--- src/design/assert_macros.svh ---
// Assertion macros shared by the tracker RTL.
// Included by files that carry concurrent assertions; no other dependencies.
`ifndef ASSERT_MACROS_SVH
`define ASSERT_MACROS_SVH

// Checked on every rising edge of clk, suspended while rst is high.
`define KT_ASSERT(lbl, clk, rst, prop, msg) \
   lbl: assert property (@(posedge clk) disable iff (rst) prop) else $error(msg);

// Checked on every rising edge of clk, reset included.
`define KT_ASSERT_ALWAYS(lbl, clk, prop, msg) \
   lbl: assert property (@(posedge clk) prop) else $error(msg);

`endif

--- src/design/kt2ca_pkg.sv ---
// Shared types, constants, microcode and arithmetic helpers of the 2-D tracker.
// No dependencies; used by every module of the block.
package kt2ca_pkg;

   localparam int W = 32;                 // datapath word
   localparam int F = 16;                 // fraction bits
   localparam int CFG_W = 31;             // configuration register width
   localparam int VAR_W = 31;             // variance output width
   localparam int CFG_NUM = 6;
   localparam int CSR_IW = 3;

   localparam logic [CSR_IW-1:0] CSR_TIME_STEP = 3'd0;
   localparam logic [CSR_IW-1:0] CSR_PROC_NOISE_POS = 3'd1;
   localparam logic [CSR_IW-1:0] CSR_PROC_NOISE_VEL = 3'd2;
   localparam logic [CSR_IW-1:0] CSR_PROC_NOISE_ACC = 3'd3;
   localparam logic [CSR_IW-1:0] CSR_MEAS_NOISE_X = 3'd4;
   localparam logic [CSR_IW-1:0] CSR_MEAS_NOISE_Y = 3'd5;

   localparam longint ONE_Q = longint'(1) << F;
   localparam longint TENTH_Q = (ONE_Q + 5) / 10;
   localparam logic [CFG_W-1:0] RST_DT = CFG_W'(ONE_Q);
   localparam logic [CFG_W-1:0] RST_QPOS = CFG_W'(TENTH_Q);
   localparam logic [CFG_W-1:0] RST_QVEL = CFG_W'(TENTH_Q);
   localparam logic [CFG_W-1:0] RST_QACC = CFG_W'(100 * ONE_Q);
   localparam logic [CFG_W-1:0] RST_RX = CFG_W'(25 * ONE_Q);
   localparam logic [CFG_W-1:0] RST_RY = CFG_W'(25 * ONE_Q);

   // Scratch memory: two axis state blocks of nine words, then temporaries.
   localparam int UA_W = 6;
   localparam int MEM_DEPTH = 35;
   localparam int AXIS_SLOTS = 9;

   localparam logic [UA_W-1:0] A_X0 = 6'd0;
   localparam logic [UA_W-1:0] A_X1 = 6'd1;
   localparam logic [UA_W-1:0] A_X2 = 6'd2;
   localparam logic [UA_W-1:0] A_C0 = 6'd3;
   localparam logic [UA_W-1:0] A_C1 = 6'd4;
   localparam logic [UA_W-1:0] A_C2 = 6'd5;
   localparam logic [UA_W-1:0] A_C3 = 6'd6;
   localparam logic [UA_W-1:0] A_C4 = 6'd7;
   localparam logic [UA_W-1:0] A_C5 = 6'd8;
   localparam logic [UA_W-1:0] A_DT = 6'd18;
   localparam logic [UA_W-1:0] A_H = 6'd19;
   localparam logic [UA_W-1:0] A_TMP = 6'd20;
   localparam logic [UA_W-1:0] A_XP0 = 6'd21;
   localparam logic [UA_W-1:0] A_XP1 = 6'd22;
   localparam logic [UA_W-1:0] A_M00 = 6'd23;
   localparam logic [UA_W-1:0] A_M01 = 6'd24;
   localparam logic [UA_W-1:0] A_M02 = 6'd25;
   localparam logic [UA_W-1:0] A_M10 = 6'd26;
   localparam logic [UA_W-1:0] A_M11 = 6'd27;
   localparam logic [UA_W-1:0] A_M12 = 6'd28;
   localparam logic [UA_W-1:0] A_P20 = 6'd29;
   localparam logic [UA_W-1:0] A_S = 6'd30;
   localparam logic [UA_W-1:0] A_K0 = 6'd31;
   localparam logic [UA_W-1:0] A_K1 = 6'd32;
   localparam logic [UA_W-1:0] A_K2 = 6'd33;
   localparam logic [UA_W-1:0] A_IN = 6'd34;

   // Load sources, carried in the b field of a load.
   localparam logic [UA_W-1:0] SRC_DT = 6'd0;
   localparam logic [UA_W-1:0] SRC_Q0 = 6'd1;
   localparam logic [UA_W-1:0] SRC_Q1 = 6'd2;
   localparam logic [UA_W-1:0] SRC_Q2 = 6'd3;
   localparam logic [UA_W-1:0] SRC_R = 6'd4;
   localparam logic [UA_W-1:0] SRC_Z = 6'd5;

   localparam int PC_W = 7;
   localparam logic [PC_W-1:0] LAST_PC = 7'd73;

   typedef enum logic [2:0] {
      OP_LD,
      OP_MUL,
      OP_ADD,
      OP_SUB,
      OP_SHR,
      OP_DIV
   } op_type;

   typedef struct packed {
      op_type          op;
      logic [UA_W-1:0] dst;
      logic [UA_W-1:0] srca;
      logic [UA_W-1:0] srcb;
   } uop_type;

   typedef struct packed {
      logic    load_meas;
      logic    exec;
      logic    div_start;
      logic    wb;
      logic    load_out;
      logic    axis;
      uop_type uop;
   } cmd_type;

   typedef struct packed {
      logic div_busy;
      logic div_done;
   } sts_type;

   function automatic uop_type mk(op_type op, logic [UA_W-1:0] d, logic [UA_W-1:0] a,
                                  logic [UA_W-1:0] b);
      uop_type u;
      u.op = op;
      u.dst = d;
      u.srca = a;
      u.srcb = b;
      return u;
   endfunction

   // One axis of predict and update; the controller runs it once per axis.
   function automatic uop_type uop_at(logic [PC_W-1:0] pc);
      uop_type u;
      unique case (pc)
         7'd0:  u = mk(OP_LD,  A_DT,  A_TMP, SRC_DT);
         7'd1:  u = mk(OP_MUL, A_TMP, A_DT,  A_DT);
         7'd2:  u = mk(OP_SHR, A_H,   A_TMP, A_TMP);
         7'd3:  u = mk(OP_MUL, A_TMP, A_DT,  A_X1);
         7'd4:  u = mk(OP_ADD, A_XP0, A_X0,  A_TMP);
         7'd5:  u = mk(OP_MUL, A_TMP, A_H,   A_X2);
         7'd6:  u = mk(OP_ADD, A_XP0, A_XP0, A_TMP);
         7'd7:  u = mk(OP_MUL, A_TMP, A_DT,  A_X2);
         7'd8:  u = mk(OP_ADD, A_XP1, A_X1,  A_TMP);
         7'd9:  u = mk(OP_MUL, A_TMP, A_DT,  A_C1);
         7'd10: u = mk(OP_ADD, A_M00, A_C0,  A_TMP);
         7'd11: u = mk(OP_MUL, A_TMP, A_H,   A_C2);
         7'd12: u = mk(OP_ADD, A_M00, A_M00, A_TMP);
         7'd13: u = mk(OP_MUL, A_TMP, A_DT,  A_C2);
         7'd14: u = mk(OP_ADD, A_M10, A_C1,  A_TMP);
         7'd15: u = mk(OP_MUL, A_TMP, A_DT,  A_C3);
         7'd16: u = mk(OP_ADD, A_M01, A_C1,  A_TMP);
         7'd17: u = mk(OP_MUL, A_TMP, A_H,   A_C4);
         7'd18: u = mk(OP_ADD, A_M01, A_M01, A_TMP);
         7'd19: u = mk(OP_MUL, A_TMP, A_DT,  A_C4);
         7'd20: u = mk(OP_ADD, A_M11, A_C3,  A_TMP);
         7'd21: u = mk(OP_MUL, A_TMP, A_DT,  A_C4);
         7'd22: u = mk(OP_ADD, A_M02, A_C2,  A_TMP);
         7'd23: u = mk(OP_MUL, A_TMP, A_H,   A_C5);
         7'd24: u = mk(OP_ADD, A_M02, A_M02, A_TMP);
         7'd25: u = mk(OP_MUL, A_TMP, A_DT,  A_C5);
         7'd26: u = mk(OP_ADD, A_M12, A_C4,  A_TMP);
         7'd27: u = mk(OP_MUL, A_TMP, A_M01, A_DT);
         7'd28: u = mk(OP_ADD, A_M00, A_M00, A_TMP);
         7'd29: u = mk(OP_MUL, A_TMP, A_M02, A_H);
         7'd30: u = mk(OP_ADD, A_M00, A_M00, A_TMP);
         7'd31: u = mk(OP_LD,  A_TMP, A_TMP, SRC_Q0);
         7'd32: u = mk(OP_ADD, A_M00, A_M00, A_TMP);
         7'd33: u = mk(OP_MUL, A_TMP, A_M02, A_DT);
         7'd34: u = mk(OP_ADD, A_M01, A_M01, A_TMP);
         7'd35: u = mk(OP_MUL, A_TMP, A_M11, A_DT);
         7'd36: u = mk(OP_ADD, A_M10, A_M10, A_TMP);
         7'd37: u = mk(OP_MUL, A_TMP, A_M12, A_H);
         7'd38: u = mk(OP_ADD, A_M10, A_M10, A_TMP);
         7'd39: u = mk(OP_MUL, A_TMP, A_M12, A_DT);
         7'd40: u = mk(OP_ADD, A_M11, A_M11, A_TMP);
         7'd41: u = mk(OP_LD,  A_TMP, A_TMP, SRC_Q1);
         7'd42: u = mk(OP_ADD, A_M11, A_M11, A_TMP);
         7'd43: u = mk(OP_MUL, A_TMP, A_C4,  A_DT);
         7'd44: u = mk(OP_ADD, A_P20, A_C2,  A_TMP);
         7'd45: u = mk(OP_MUL, A_TMP, A_C5,  A_H);
         7'd46: u = mk(OP_ADD, A_P20, A_P20, A_TMP);
         7'd47: u = mk(OP_LD,  A_TMP, A_TMP, SRC_Q2);
         7'd48: u = mk(OP_ADD, A_C5,  A_C5,  A_TMP);
         7'd49: u = mk(OP_LD,  A_TMP, A_TMP, SRC_R);
         7'd50: u = mk(OP_ADD, A_S,   A_M00, A_TMP);
         7'd51: u = mk(OP_DIV, A_K0,  A_M00, A_S);
         7'd52: u = mk(OP_DIV, A_K1,  A_M10, A_S);
         7'd53: u = mk(OP_DIV, A_K2,  A_P20, A_S);
         7'd54: u = mk(OP_LD,  A_TMP, A_TMP, SRC_Z);
         7'd55: u = mk(OP_SUB, A_IN,  A_TMP, A_XP0);
         7'd56: u = mk(OP_MUL, A_TMP, A_K0,  A_IN);
         7'd57: u = mk(OP_ADD, A_X0,  A_XP0, A_TMP);
         7'd58: u = mk(OP_MUL, A_TMP, A_K1,  A_IN);
         7'd59: u = mk(OP_ADD, A_X1,  A_XP1, A_TMP);
         7'd60: u = mk(OP_MUL, A_TMP, A_K2,  A_IN);
         7'd61: u = mk(OP_ADD, A_X2,  A_X2,  A_TMP);
         7'd62: u = mk(OP_MUL, A_TMP, A_K0,  A_M00);
         7'd63: u = mk(OP_SUB, A_C0,  A_M00, A_TMP);
         7'd64: u = mk(OP_MUL, A_TMP, A_K0,  A_M01);
         7'd65: u = mk(OP_SUB, A_C1,  A_M01, A_TMP);
         7'd66: u = mk(OP_MUL, A_TMP, A_K0,  A_M02);
         7'd67: u = mk(OP_SUB, A_C2,  A_M02, A_TMP);
         7'd68: u = mk(OP_MUL, A_TMP, A_K1,  A_M01);
         7'd69: u = mk(OP_SUB, A_C3,  A_M11, A_TMP);
         7'd70: u = mk(OP_MUL, A_TMP, A_K1,  A_M02);
         7'd71: u = mk(OP_SUB, A_C4,  A_M12, A_TMP);
         7'd72: u = mk(OP_MUL, A_TMP, A_K2,  A_M02);
         7'd73: u = mk(OP_SUB, A_C5,  A_C5,  A_TMP);
         default: u = mk(OP_LD, A_TMP, A_TMP, SRC_DT);
      endcase
      return u;
   endfunction

   // State words of the second axis sit right after those of the first.
   function automatic logic [UA_W-1:0] phys_addr(logic [UA_W-1:0] la, logic axis);
      if (axis && (la < UA_W'(AXIS_SLOTS))) begin
         return la + UA_W'(AXIS_SLOTS);
      end
      return la;
   endfunction

   function automatic logic [W-1:0] reset_val(logic [UA_W-1:0] pa);
      logic [W-1:0] v;
      v = '0;
      if ((pa == A_C0) || (pa == A_C0 + UA_W'(AXIS_SLOTS))) begin
         v = W'(100 * ONE_Q);
      end else if ((pa == A_C3) || (pa == A_C5) || (pa == A_C3 + UA_W'(AXIS_SLOTS)) ||
                   (pa == A_C5 + UA_W'(AXIS_SLOTS))) begin
         v = W'(TENTH_Q);
      end
      return v;
   endfunction

   function automatic logic signed [W-1:0] sat_add(logic signed [W-1:0] a,
                                                   logic signed [W-1:0] b, logic sub);
      logic signed [W:0] s;
      logic signed [W-1:0] r;
      s = sub ? ({a[W-1], a} - {b[W-1], b}) : ({a[W-1], a} + {b[W-1], b});
      if (s[W] != s[W-1]) begin
         r = s[W] ? {1'b1, {(W-1){1'b0}}} : {1'b0, {(W-1){1'b1}}};
      end else begin
         r = s[W-1:0];
      end
      return r;
   endfunction

endpackage

--- src/design/kt2ca_ctrl.sv ---
// Sequencer: walks the microcode once per axis and runs the word handshakes.
// Depends on kt2ca_pkg.
module kt2ca_ctrl (
   input  logic               clock,
   input  logic               reset,
   input  logic               req_valid,
   output logic               req_ready,
   output logic               rsp_valid,
   input  logic               rsp_ready,
   output kt2ca_pkg::cmd_type cmd,
   input  kt2ca_pkg::sts_type sts
);
   typedef enum logic [2:0] {
      ST_IDLE,
      ST_READ,
      ST_EXEC,
      ST_DIVW,
      ST_WRITE,
      ST_FINISH
   } state_type;

   state_type state_ff;
   logic [kt2ca_pkg::PC_W-1:0] pc_ff;
   logic axis_ff, rsp_valid_ff;
   kt2ca_pkg::uop_type uop;
   logic out_free;

   assign uop = kt2ca_pkg::uop_at(pc_ff);
   assign out_free = !rsp_valid_ff || rsp_ready;

   always_ff @(posedge clock) begin
      if (reset) begin
         state_ff <= ST_IDLE;
         pc_ff <= '0;
         axis_ff <= 1'b0;
         rsp_valid_ff <= 1'b0;
      end else begin
         // A new result raises valid; otherwise valid holds until the word is taken.
         rsp_valid_ff <= ((state_ff == ST_FINISH) && out_free) ||
                         (rsp_valid_ff && !rsp_ready);
         unique case (state_ff)
            ST_IDLE: begin
               if (req_valid) begin
                  pc_ff <= '0;
                  axis_ff <= 1'b0;
                  state_ff <= ST_READ;
               end
            end
            ST_READ: state_ff <= ST_EXEC;
            ST_EXEC: state_ff <= (uop.op == kt2ca_pkg::OP_DIV) ? ST_DIVW : ST_WRITE;
            ST_DIVW: begin
               if (sts.div_done) begin
                  state_ff <= ST_WRITE;
               end
            end
            ST_WRITE: begin
               if (pc_ff == kt2ca_pkg::LAST_PC) begin
                  pc_ff <= '0;
                  if (axis_ff) begin
                     state_ff <= ST_FINISH;
                  end else begin
                     axis_ff <= 1'b1;
                     state_ff <= ST_READ;
                  end
               end else begin
                  pc_ff <= pc_ff + 1'b1;
                  state_ff <= ST_READ;
               end
            end
            ST_FINISH: begin
               if (out_free) begin
                  state_ff <= ST_IDLE;
               end
            end
            default: state_ff <= ST_IDLE;
         endcase
      end
   end

   assign req_ready = (state_ff == ST_IDLE);
   assign rsp_valid = rsp_valid_ff;

   always_comb begin
      cmd.uop = uop;
      cmd.axis = axis_ff;
      cmd.load_meas = (state_ff == ST_IDLE) && req_valid;
      cmd.exec = (state_ff == ST_EXEC);
      cmd.div_start = (state_ff == ST_EXEC) && (uop.op == kt2ca_pkg::OP_DIV);
      cmd.wb = (state_ff == ST_WRITE);
      cmd.load_out = (state_ff == ST_FINISH) && out_free;
   end
endmodule

--- config.mk ---
export PLATFORM = sky130hd
export DESIGN_NAME = kt2ca_ctrl
export DESIGN_NICKNAME = d
export VERILOG_FILES = /design/src/design/assert_macros.svh /design/src/design/kt2ca_pkg.sv /design/src/design/kt2ca_ctrl.sv
export SDC_FILE = /design/constraint.sdc
export NUM_CORES = 1
export LEC_CHECK = 0
export ABC_CLOCK_PERIOD_IN_PS = 4200
export BUFFER_PORTS_ARGS = -buffer_cell sky130_fd_sc_hd__buf_4
export CAP_MARGIN = 40
export CORE_AREA = 2 2 113 115
export DETAILED_ROUTE_END_ITERATION = 16
export DIE_AREA = 0 0 115 117
export PLACE_DENSITY = 0.46
export SYNTH_ARGS = -nofsm -noshare
export SYNTH_HDL_FRONTEND = slang
export SYNTH_SLANG_ARGS = --single-unit
--- constraint.sdc ---
create_clock -name clock -period 4.2 [get_ports clock]
set_input_delay 0.84 -clock clock [delete_from_list [all_inputs] [get_ports clock]]
set_output_delay 0.84 -clock clock [all_outputs]
set_load 0.02 [all_outputs]
### After elaboration in Yosys (flattened, before gate mapping)

Memory sizes are Yosys's and may differ from the RTL's. A register that Yosys moved wholly into a read port is not among the register bits.
Index checks and enable logic that the tools add are counted.

| word-level totals | value |
|---|---|
| register bits after elaboration | 12 |
| bits in latches | 0 |
| RAM bits | 0 |
| bits in read-only memories | 2,688 |
| input port bits | 6 |
| word-level logic and storage cells | 45 |
| memories | 1 |

| cells by class | value |
|---|---|
| $add $sub $neg | 1 |
| multiply operators | 0 |
| div/mod/pow operators | 0 |
| $lt $le $gt $ge | 0 |
| equal/unequal tests | 11 |
| shift-type cells | 0 |
| mux-type cells | 15 |
| bitwise logic cells | 0 |
| reduce and logical (&&, ||, !) cells | 13 |

Memory list:

| name | depth | bits a word | rd ports | clocked after memory_dff | wr ports | line | RTL |
|---|---|---|---|---|---|---|---|
| (no name shown) | 128 | 21 | 1 | 1 | 0 | kt2ca_pkg.sv:115 | `unique case (pc)` |

Operators with widths:

| operator | number |
|---|---|
| $mux W7 | 4 |
| $mux W3 | 6 |
| $pmux W3 S6 | 1 |
| $pmux W7 S2 | 1 |
| $eq A3 B3 Y1 const B | 3 |
| $add A7 B1 Y7 const B | 1 |
| $eq A7 B7 Y1 const B | 1 |
| $eq A3 B2 Y1 const B | 2 |
| $ne A2 B2 Y1 const B | 3 |
| $reduce_and A3 Y1 | 2 |
| $logic_and A1 B1 Y1 | 4 |
| $eq A3 B1 Y1 const B | 1 |
| $logic_not A3 Y1 | 1 |
| $logic_not A1 Y1 | 2 |
| $logic_or A1 B1 Y1 | 2 |
| $mux W1 | 2 |
| $ne A2 B1 Y1 const B | 1 |
| $pmux W1 S2 | 1 |
| $reduce_and A2 Y1 | 1 |
| $reduce_bool A2 Y1 | 1 |

### Longest topological paths before layout

Gate-level depths: netlist (run 1).

| logic depth | value |
|---|---|
| depth after elaboration | 5 |
| depth in mapped cells | 15 |
| gate-level depth less buffers | 14 |

### Worst setup path after synthesis (run 1)

Ideal clock, no wire load.

| path | value |
|---|---|
| kind | input port to flip-flop |
| start point | in req_valid |
| end point | reg, netlist name uop[13] |
| data arrival time | 3.375 ns |
| required time | 4.084 ns |
| setup slack | 0.709 ns |
| stages on the path | 11 |
| buffers on the path | 1 |
| cell sequence | or2_2 > a21boi_0 > o21a_1 > clkinv_1 > clkbuf_1 > ha_1 > or2_2 > and4_1 > a31oi_1 > o221ai_1 > a31o_2 |

| between the ends | value |
|---|---|
| longest elaborated chain between the ends | 4 |

RTL lines:

| element | line | RTL |
|---|---|---|
| start: declaration | kt2ca_ctrl.sv:6 | `input logic req_valid,` |
| $ne A2 B2 Y1 (no source line) | - |  |
| $reduce_and A2 Y1 (no source line) | - |  |
| $mux W7 (no source line) (2 in a row) | - |  |

Every way passes these cells.
A chain may end at the register's enable or synchronous reset.

### Worst setup path in the final report (run 1)

| path | value |
|---|---|
| start point | reg state_ff[2] |
| end point | reg, netlist name uop[6] |

| between the ends | value |
|---|---|
| longest elaborated chain between the ends | 5 |
| elaborated cells on any way between the ends | 8 |
| those cells by class | eq/ne (2); mux (3); reduce/logical (3) |

RTL lines:

| element | line | RTL |
|---|---|---|
| start: declaration | kt2ca_ctrl.sv:22 | `state_type state_ff;` |
| start signal: assignment | kt2ca_ctrl.sv:50 | `ST_EXEC: state_ff <= (uop.op == kt2ca_pkg::OP_DIV) ? ST_DIVW : ST_WRITE;` |
| $eq A3 B3 Y1 / $logic_not A3 Y1 (equally long branches) | kt2ca_ctrl.sv:41 | `unique case (state_ff)` |
| $reduce_bool A2 Y1 (no source line) / $ne A2 B2 Y1 (equally long branches) | - |  |
| $reduce_and A2 Y1 (no source line) | - |  |
| $mux W7 (no source line) (*) (2 in a row) | - |  |

Every way passes the cells marked *; elsewhere a longest branch is shown, timed or not.

==> Implementation_results.wiki, run 1 <==
{| class="wikitable"
! Metric !! Value
|-
| Internal Power || 0.649 mW
|-
| Switching power || 0.206 mW
|-
| Chip Width || 115 um
|-
| CP Capture Type || register
|-
| Clock tree from TritonCTS || yes
|-
| Clock buffer count from CTS || 5
|-
| Initial antenna violation count || 0
|-
| Depth of the worst register-to-register path || 9
|-
| Pwr Total || 0.854 mW
|-
| First-pass GRT wire length || 17.7 mm
|-
| Total number of nets in the final design || 442
|-
| Pin count of the biggest net entering global routing || 38
|-
| Antenna-violating nets left || 0
|-
| DRC || 0
|-
| Final count of pins violating max slew || 0
|-
| Share of total power in combinational logic || 10.7%
|-
| Setup Buffers After CTS || 0
|-
| Worst IR Drop VDD || 0.000143 V
|-
| Detailed-routing iteration count for the pre-antenna-repair pass || 7
|-
| Clk network pwr share || 51.1%
|-
| Port-buffer cells || 33
|-
| Sequence of cells on the critical path || or3b_1 -> a211oi_2 -> o21a_1 -> clkinv_1 -> ha_1 -> nor2_1 -> mux4_2 -> o32ai_1 -> a211o_1
|-
| Routed length per instance || 19.9 um
|-
| Standard-cell rows || 41
|-
| Placed Area || 3370 um^2
|-
| Peak clock frequency supported by timing || 270 MHz
|-
| Post-synthesis instance area || 2990 um^2
|-
| Number of sinks handled by clock tree synthesis || 33
|-
| Setup Viol. Count Final || 0
|-
| FF-to-FF setup slack || 490 ps
|-
| Worst R2R Start || state_ff[2]
|-
| Worst Min Path Start || axis_ff
|-
| P per Cell Area || 241 nW/um^2
|-
| Fillers || 1354
|-
| Worst-skew pair later-pin latency || 280 ps
|-
| Core footprint || 12300 um^2
|-
| Switch share || 24.1%
|-
| Total wire length after detailed routing || 11.5 mm
|-
| # Max-Cap Violations || 0
|-
| Via total after detailed routing || 3444
|-
| GRT Resource Usage Total || 16.7%
|-
| Net count after synthesis || 422
|-
| Worst endpoint data arrival time || 3880 ps
|-
| Setup repair after global routing missed its margin || false
|-
| Total global routing overflow || 0
|-
| Shortest clock period the worst path allows after layout || 3710 ps
|-
| Kind of cell adding the most delay to the critical path || simple AND/OR/NAND/NOR gates
|-
| Routability congestion estimate || 0.892
|-
| Top-level port count || 35
|-
| CP Max Fanout || 13
|-
| Synth Area per Inst || 7.35 um^2
|-
| Outcome || completed
|-
| Max-slew headroom || 39.0%
|-
| Setup total negative slack || 0 ps
|-
| Synth-to-Final Area Change || 18.7%
|-
| Synth Flop Type || sky130_fd_sc_hd__dfxtp_1
|-
| Endpoint of the worst register-to-register path || uop[6]
|-
| Unique cell type count in the Yosys netlist || 69
|-
| Fraction of final layout cells with drive strength greater than 1 || 17.6%
|-
| Proportion of power drawn by flip-flops and latches || 38.2%
|-
| Critical path's slowest cell || sky130_fd_sc_hd__nor2_1
|-
| Final design area excluding fillers || 3540 um^2
|-
| Number of global-route vias before repair || 3136
|-
| Worst clock skew || 4.41 ps
|-
| Period utilization || 88.3%
|-
| Overall die area || 13500 um^2
|-
| Static Leakage || 1.35 nW
|-
| Depth of the CTS H-tree || 2
|-
| DP HPWL || 7.78 mm
|-
| Capture point of the worst path || uop[6]
|-
| Instance count of the mapped netlist || 406
|-
| Post-detailed-route via-to-cell ratio || 5.97
|-
| Effective utilization at floorplan || 24.2%
|-
| Proportion of synthesized chip area in sequential cells || 22.1%
|-
| Height of the die || 117 um
|-
| Worst Setup SP || state_ff[2]
|-
| Dominant cell type by area after synthesis || sky130_fd_sc_hd__dfxtp_1
|-
| Ranking of synthesized cells by area || sky130_fd_sc_hd__dfxtp_1 22%, sky130_fd_sc_hd__nand2_1 6.7%, sky130_fd_sc_hd__mux2i_1 5.0%
|-
| Type of element launching the critical path || register
|-
| Instance count on the critical path || 9
|-
| Sum of buffers and inverters on the critical path || 1
|-
| Required time reported for the critical path endpoint || 4370 ps
|-
| Number of hold violations in the final report || 0
|-
| Min-Delay Path Class || reg2reg
|-
| Initial drt markers || 588
|-
| Cell chosen for the clock root || sky130_fd_sc_hd__clkbuf_16
|-
| Post-synthesis register bit count || 33
|-
| Quantity of hold-fixing buffers added after cts || 0
|-
| Number of synthesized flops with an enable pin || 0
|-
| Number of gates resized after cts || 0
|-
| Final worst hold slack || 498 ps
|-
| Fraction of post-synthesis cell area in the top cell type by area || 22.1%
|-
| Async set-reset flop share out of synthesis || 0%
|-
| Clock-pin slew on the worst setup and hold paths || 50 ps
|-
| Layout Utilization || 28.8%
|-
| Number of warnings printed during yosys synthesis || 0
|-
| Most used standard cells in the synthesized netlist || 53 x sky130_fd_sc_hd__nand2_1, 33 x sky130_fd_sc_hd__dfxtp_1, 28 x sky130_fd_sc_hd__a21oi_1
|-
| Category of the most critical setup path || reg2reg
|-
| Top-count cell post-synth || sky130_fd_sc_hd__nand2_1
|-
| Diodes inserted || 0
|-
| Delay of the slowest cell on the worst path || 640 ps
|-
| Least-Margin Pin Slew || 915 ps
|-
| Maximum number of buffers from clock root to sink || 2
|}
==> power groups by stage <==
stage | sequential, mW | clock, mW | combinational (mW)
2_1_floorplan | 0.330 | 0 | 0.0637
3_3_place_gp | 0.333 | 0 | 0.0903
3_5_place_dp | 0.333 | 0 | 0.0902
4_1_cts | 0.327 | 0.445 | 0.0906
5_1_grt | 0.328 | 0.457 | 0.0977
6_report | 0.327 | 0.436 | 0.0914
==> placed cells by master, fill, tap and decap left out, types with 10 or more instances in the layout <==
cell type / netlist / final
sky130_fd_sc_hd__nor2_1: 26 / 26
sky130_fd_sc_hd__nand2_1: 53 / 53
sky130_fd_sc_hd__mux2i_1: 15 / 15
sky130_fd_sc_hd__a22oi_1: 11 / 11
sky130_fd_sc_hd__ha_1: 10 / 10
sky130_fd_sc_hd__o21ai_0: 27 / 27
sky130_fd_sc_hd__buf_4: 3 / 50
sky130_fd_sc_hd__a31oi_1: 10 / 10
sky130_fd_sc_hd__nand3_1: 17 / 17
sky130_fd_sc_hd__inv_1: 12 / 12
sky130_fd_sc_hd__a21oi_1: 28 / 28
sky130_fd_sc_hd__dfxtp_1: 33 / 33
==> per-stage QoR <==
step / instances / setup slack [ps]
finish: 577 / 492
global route: 577 / 317
CTS: 577 / 604
detailed placement: 569 / 345
global placement: 569 / 333
floorplan: 406 / 709
==> cell families (layout without fill, tap and decap cells) <==
group | after synthesis | count (layout) | share of synthesized area, %
compound gates | 154 | 154 | 36.3
simple gates | 133 | 133 | 21.5
buf+inv | 54 | 75 | 8.38
flops | 33 | 33 | 22.1
mux | 16 | 16 | 5.78
fa+ha+maj | 10 | 10 | 4.19
xor+xnor | 6 | 6 | 1.76
==> sequential cells by signal, indices dropped and copies added, names as in the netlist <==
name,count
pc_ff,7
rsp_valid,1
state_ff,3
axis_ff,1
uop,21
==> worst min-delay path by stage <==
stage / to / slack [ps] / depth (start not counted)
2_1_floorplan: axis_ff / 460 / 2
3_3_place_gp: axis_ff / 480 / 2
3_5_place_dp: axis_ff / 490 / 2
4_1_cts: axis_ff / 500 / 2
5_1_grt: axis_ff / 540 / 2
6_report: axis_ff / 500 / 2
==> metal layers <==
layer	global-route usage, %	share of wire (%)	vias up
met5	0	0	-
met1	23.5	43	1603
met2	25.8	44	224
met3	3.30	10	39
met4	5.54	3.1	0
li1	-	-	1578
==> layout make-up <==
| cell class | count | area, um^2 | area share (%) |
|---|---|---|---|
| clock buffers | 7 | 143 | 4.03 |
| clock inverters | 1 | 30.0 | 0.847 |
| inverters | 17 | 68.8 | 1.94 |
| multi-input cells | 319 | 2080 | 58.7 |
| well taps | 150 | 188 | 5.30 |
| flip-flops and latches | 33 | 661 | 18.6 |
| repair buffers | 50 | 375 | 10.6 |
==> worst min-delay path, stage by stage (launching register included) <==
cell	delay [ps]
sky130_fd_sc_hd__dfxtp_1	320
sky130_fd_sc_hd__nand2b_1	70
sky130_fd_sc_hd__a21oi_1	60
Note: power is estimated with default switching activity, not from simulation.
==> inputs of run 2 (changes only) <==
- ABC_CLOCK_PERIOD_IN_PS: 4200 -> 4600
- PLACE_DENSITY: 0.46 -> 0.45
- clock period: 4.2 -> 4.6 ns (I/O delays scaled with it)
==> Implementation_results.wiki, run 2 (synthesized netlist as in run 1, its figures left out) <==
{| class="wikitable"
! Metric !! Value
|-
| Outcome || completed
|-
| Clk network pwr share || 51.4%
|-
| Period utilization || 87.9%
|-
| Port-buffer cells || 33
|-
| Proportion of power drawn by flip-flops and latches || 38.1%
|-
| CP Capture Type || register
|-
| Clock buffer count from CTS || 5
|-
| Max FFs per register || 21
|-
| Kind of cell adding the most delay to the critical path || simple AND/OR/NAND/NOR gates
|-
| GRT Resource Usage Total || 17.4%
|-
| Sequence of cells on the critical path || or3b_1 -> a211o_1 -> and2_1 -> or2_2 -> ha_1 -> nor2_1 -> mux2i_1 -> o221ai_1 -> o22ai_1 -> a211o_1
|-
| Diodes inserted || 0
|-
| Pre-CTS setup slack || 420 ps
|-
| Category of the most critical setup path || reg2reg
|-
| Post-detailed-route via-to-cell ratio || 6.00
|-
| Core footprint || 12300 um^2
|-
| Max-slew headroom || 37.3%
|-
| Depth of the CTS H-tree || 2
|-
| Total number of nets in the final design || 437
|-
| Clock tree from TritonCTS || yes
|-
| First-pass GRT wire length || 18.2 mm
|-
| Crit path setup slack, layout || 558 ps
|-
| Synth-to-Final Area Change || 17.4%
|-
| # Max-Cap Violations || 0
|-
| Required time reported for the critical path endpoint || 4770 ps
|-
| Maximum number of buffers from clock root to sink || 2
|-
| Number of global-route vias before repair || 3060
|-
| Placed Area || 3330 um^2
|-
| Leading cell type in the layout, fill and taps excluded || sky130_fd_sc_hd__nand2_1
|-
| Top-level port count || 35
|-
| Worst IR Drop VDD || 0.000127 V
|-
| Effective utilization at floorplan || 24.2%
|-
| Switching power || 0.192 mW
|-
| Setup Viol. Count Final || 0
|-
| Worst endpoint data arrival time || 4210 ps
|-
| Total wire length after detailed routing || 11.9 mm
|-
| Height of the die || 117 um
|-
| Type of element launching the critical path || register
|-
| Routed length per instance || 20.8 um
|-
| Min-Delay Path Class || reg2reg
|-
| Standard-cell rows || 41
|-
| Least-Margin Pin Slew || 941 ps
|-
| DRC || 0
|-
| Setup total negative slack || 0 ps
|-
| Critical path's slowest cell || sky130_fd_sc_hd__nor2_1
|-
| Fraction of final layout cells with drive strength greater than 1 || 16.6%
|-
| Layout Utilization || 28.5%
|-
| Initial drt markers || 515
|-
| CP Max Fanout || 13
|-
| Overall die area || 13500 um^2
|-
| Cell chosen for the clock root || sky130_fd_sc_hd__clkbuf_16
|-
| Number of gates resized after cts || 0
|-
| Most frequent cells in the layout || 53 x sky130_fd_sc_hd__nand2_1, 45 x sky130_fd_sc_hd__buf_4, 33 x sky130_fd_sc_hd__dfxtp_1
|-
| Detailed-routing iteration count for the pre-antenna-repair pass || 5
|-
| Peak clock frequency supported by timing || 247 MHz
|-
| Number of hold violations in the final report || 0
|-
| DP HPWL || 7.77 mm
|-
| Shortest clock period the worst path allows after layout || 4040 ps
|-
| P per Cell Area || 224 nW/um^2
|-
| Setup Buffers After CTS || 0
|-
| Antenna-violating nets left || 0
|-
| Final count of pins violating max slew || 0
|-
| Chip Width || 115 um
|-
| Switch share || 24.5%
|-
| Via total after detailed routing || 3431
|-
| Final design area excluding fillers || 3510 um^2
|-
| Share of total power in combinational logic || 10.6%
|-
| Total global routing overflow || 0
|-
| Number of sinks handled by clock tree synthesis || 33
|-
| Internal Power || 0.591 mW
|-
| Clock-pin slew on the worst setup and hold paths || 60 ps
|-
| Initial antenna violation count || 0
|-
| Delay of the slowest cell on the worst path || 650 ps
|-
| Cell seen most often among critical-path stages || sky130_fd_sc_hd__a211o_1
|-
| Routability congestion estimate || 0.918
|-
| Worst-skew pair later-pin latency || 290 ps
|-
| Setup repair after global routing missed its margin || false
|-
| Pin count of the biggest net entering global routing || 38
|-
| Sum of buffers and inverters on the critical path || 0
|-
| Static Leakage || 1.33 nW
|-
| Worst clock skew || 6.94 ps
|-
| Quantity of hold-fixing buffers added after cts || 0
|}
==> run 2: changes by cell type in the layout (fill, tap and decap cells not counted), sizes merged <==
cell / change
buf: -5
==> run 2: worst paths after layout <==
path | from | endpoint | slack (ps) | depth (start not counted)
worst max-delay path | state_ff[2] | uop[4] | 560 | 10
worst min register to register | axis_ff | axis_ff | 500 | 2
worst min-delay path | axis_ff | axis_ff | 500 | 2
worst max register to register | state_ff[2] | uop[4] | 560 | 10
==> run 2: layout make-up <==
type	count	area, um^2
Multi-Input combinational cell	319	2080
Tap cell	150	188
Clock inverter	1	30.0
Fill cell	1365	8810
Inverter	17	68.8
Timing Repair Buffer	45	338
Clock buffer	7	143
Sequential cell	33	661
==> run 2: worst reg2reg max path, stage by stage, from the launching register on <==
cell and delay, ps:
sky130_fd_sc_hd__dfxtp_1 550, sky130_fd_sc_hd__or3b_1 490, sky130_fd_sc_hd__a211o_1 260, sky130_fd_sc_hd__and2_1 320
sky130_fd_sc_hd__or2_2 420, sky130_fd_sc_hd__ha_1 410, sky130_fd_sc_hd__nor2_1 650, sky130_fd_sc_hd__mux2i_1 170
sky130_fd_sc_hd__o221ai_1 210, sky130_fd_sc_hd__o22ai_1 110, sky130_fd_sc_hd__a211o_1 310
==> run 2: power by group through the flow <==
stage | combinational (mW) | clock, mW | sequential (mW)
after floorplan | 0.0581 | 0 | 0.301
after global placement | 0.0817 | 0 | 0.304
after detailed placement | 0.0820 | 0 | 0.305
after CTS | 0.0822 | 0.407 | 0.298
after global routing | 0.0896 | 0.419 | 0.299
final | 0.0827 | 0.403 | 0.298
==> run 2: per-layer routing <==
metal	track usage, %	vias up	share of wire, %
li1	-	1558	-
met1	25.1	1641	46
met4	4.98	0	2.7
met3	3.14	33	8.7
met5	0	-	0
met2	26.5	199	43
==> run 2: through the flow <==
step                power, mW  hold slack (ps)  cells
floorplan               0.360              464    406
global placement        0.386              482    564
detailed placement      0.387              487    564
CTS                     0.787              497    572
global route            0.807              541    572
finish                  0.784              496    572
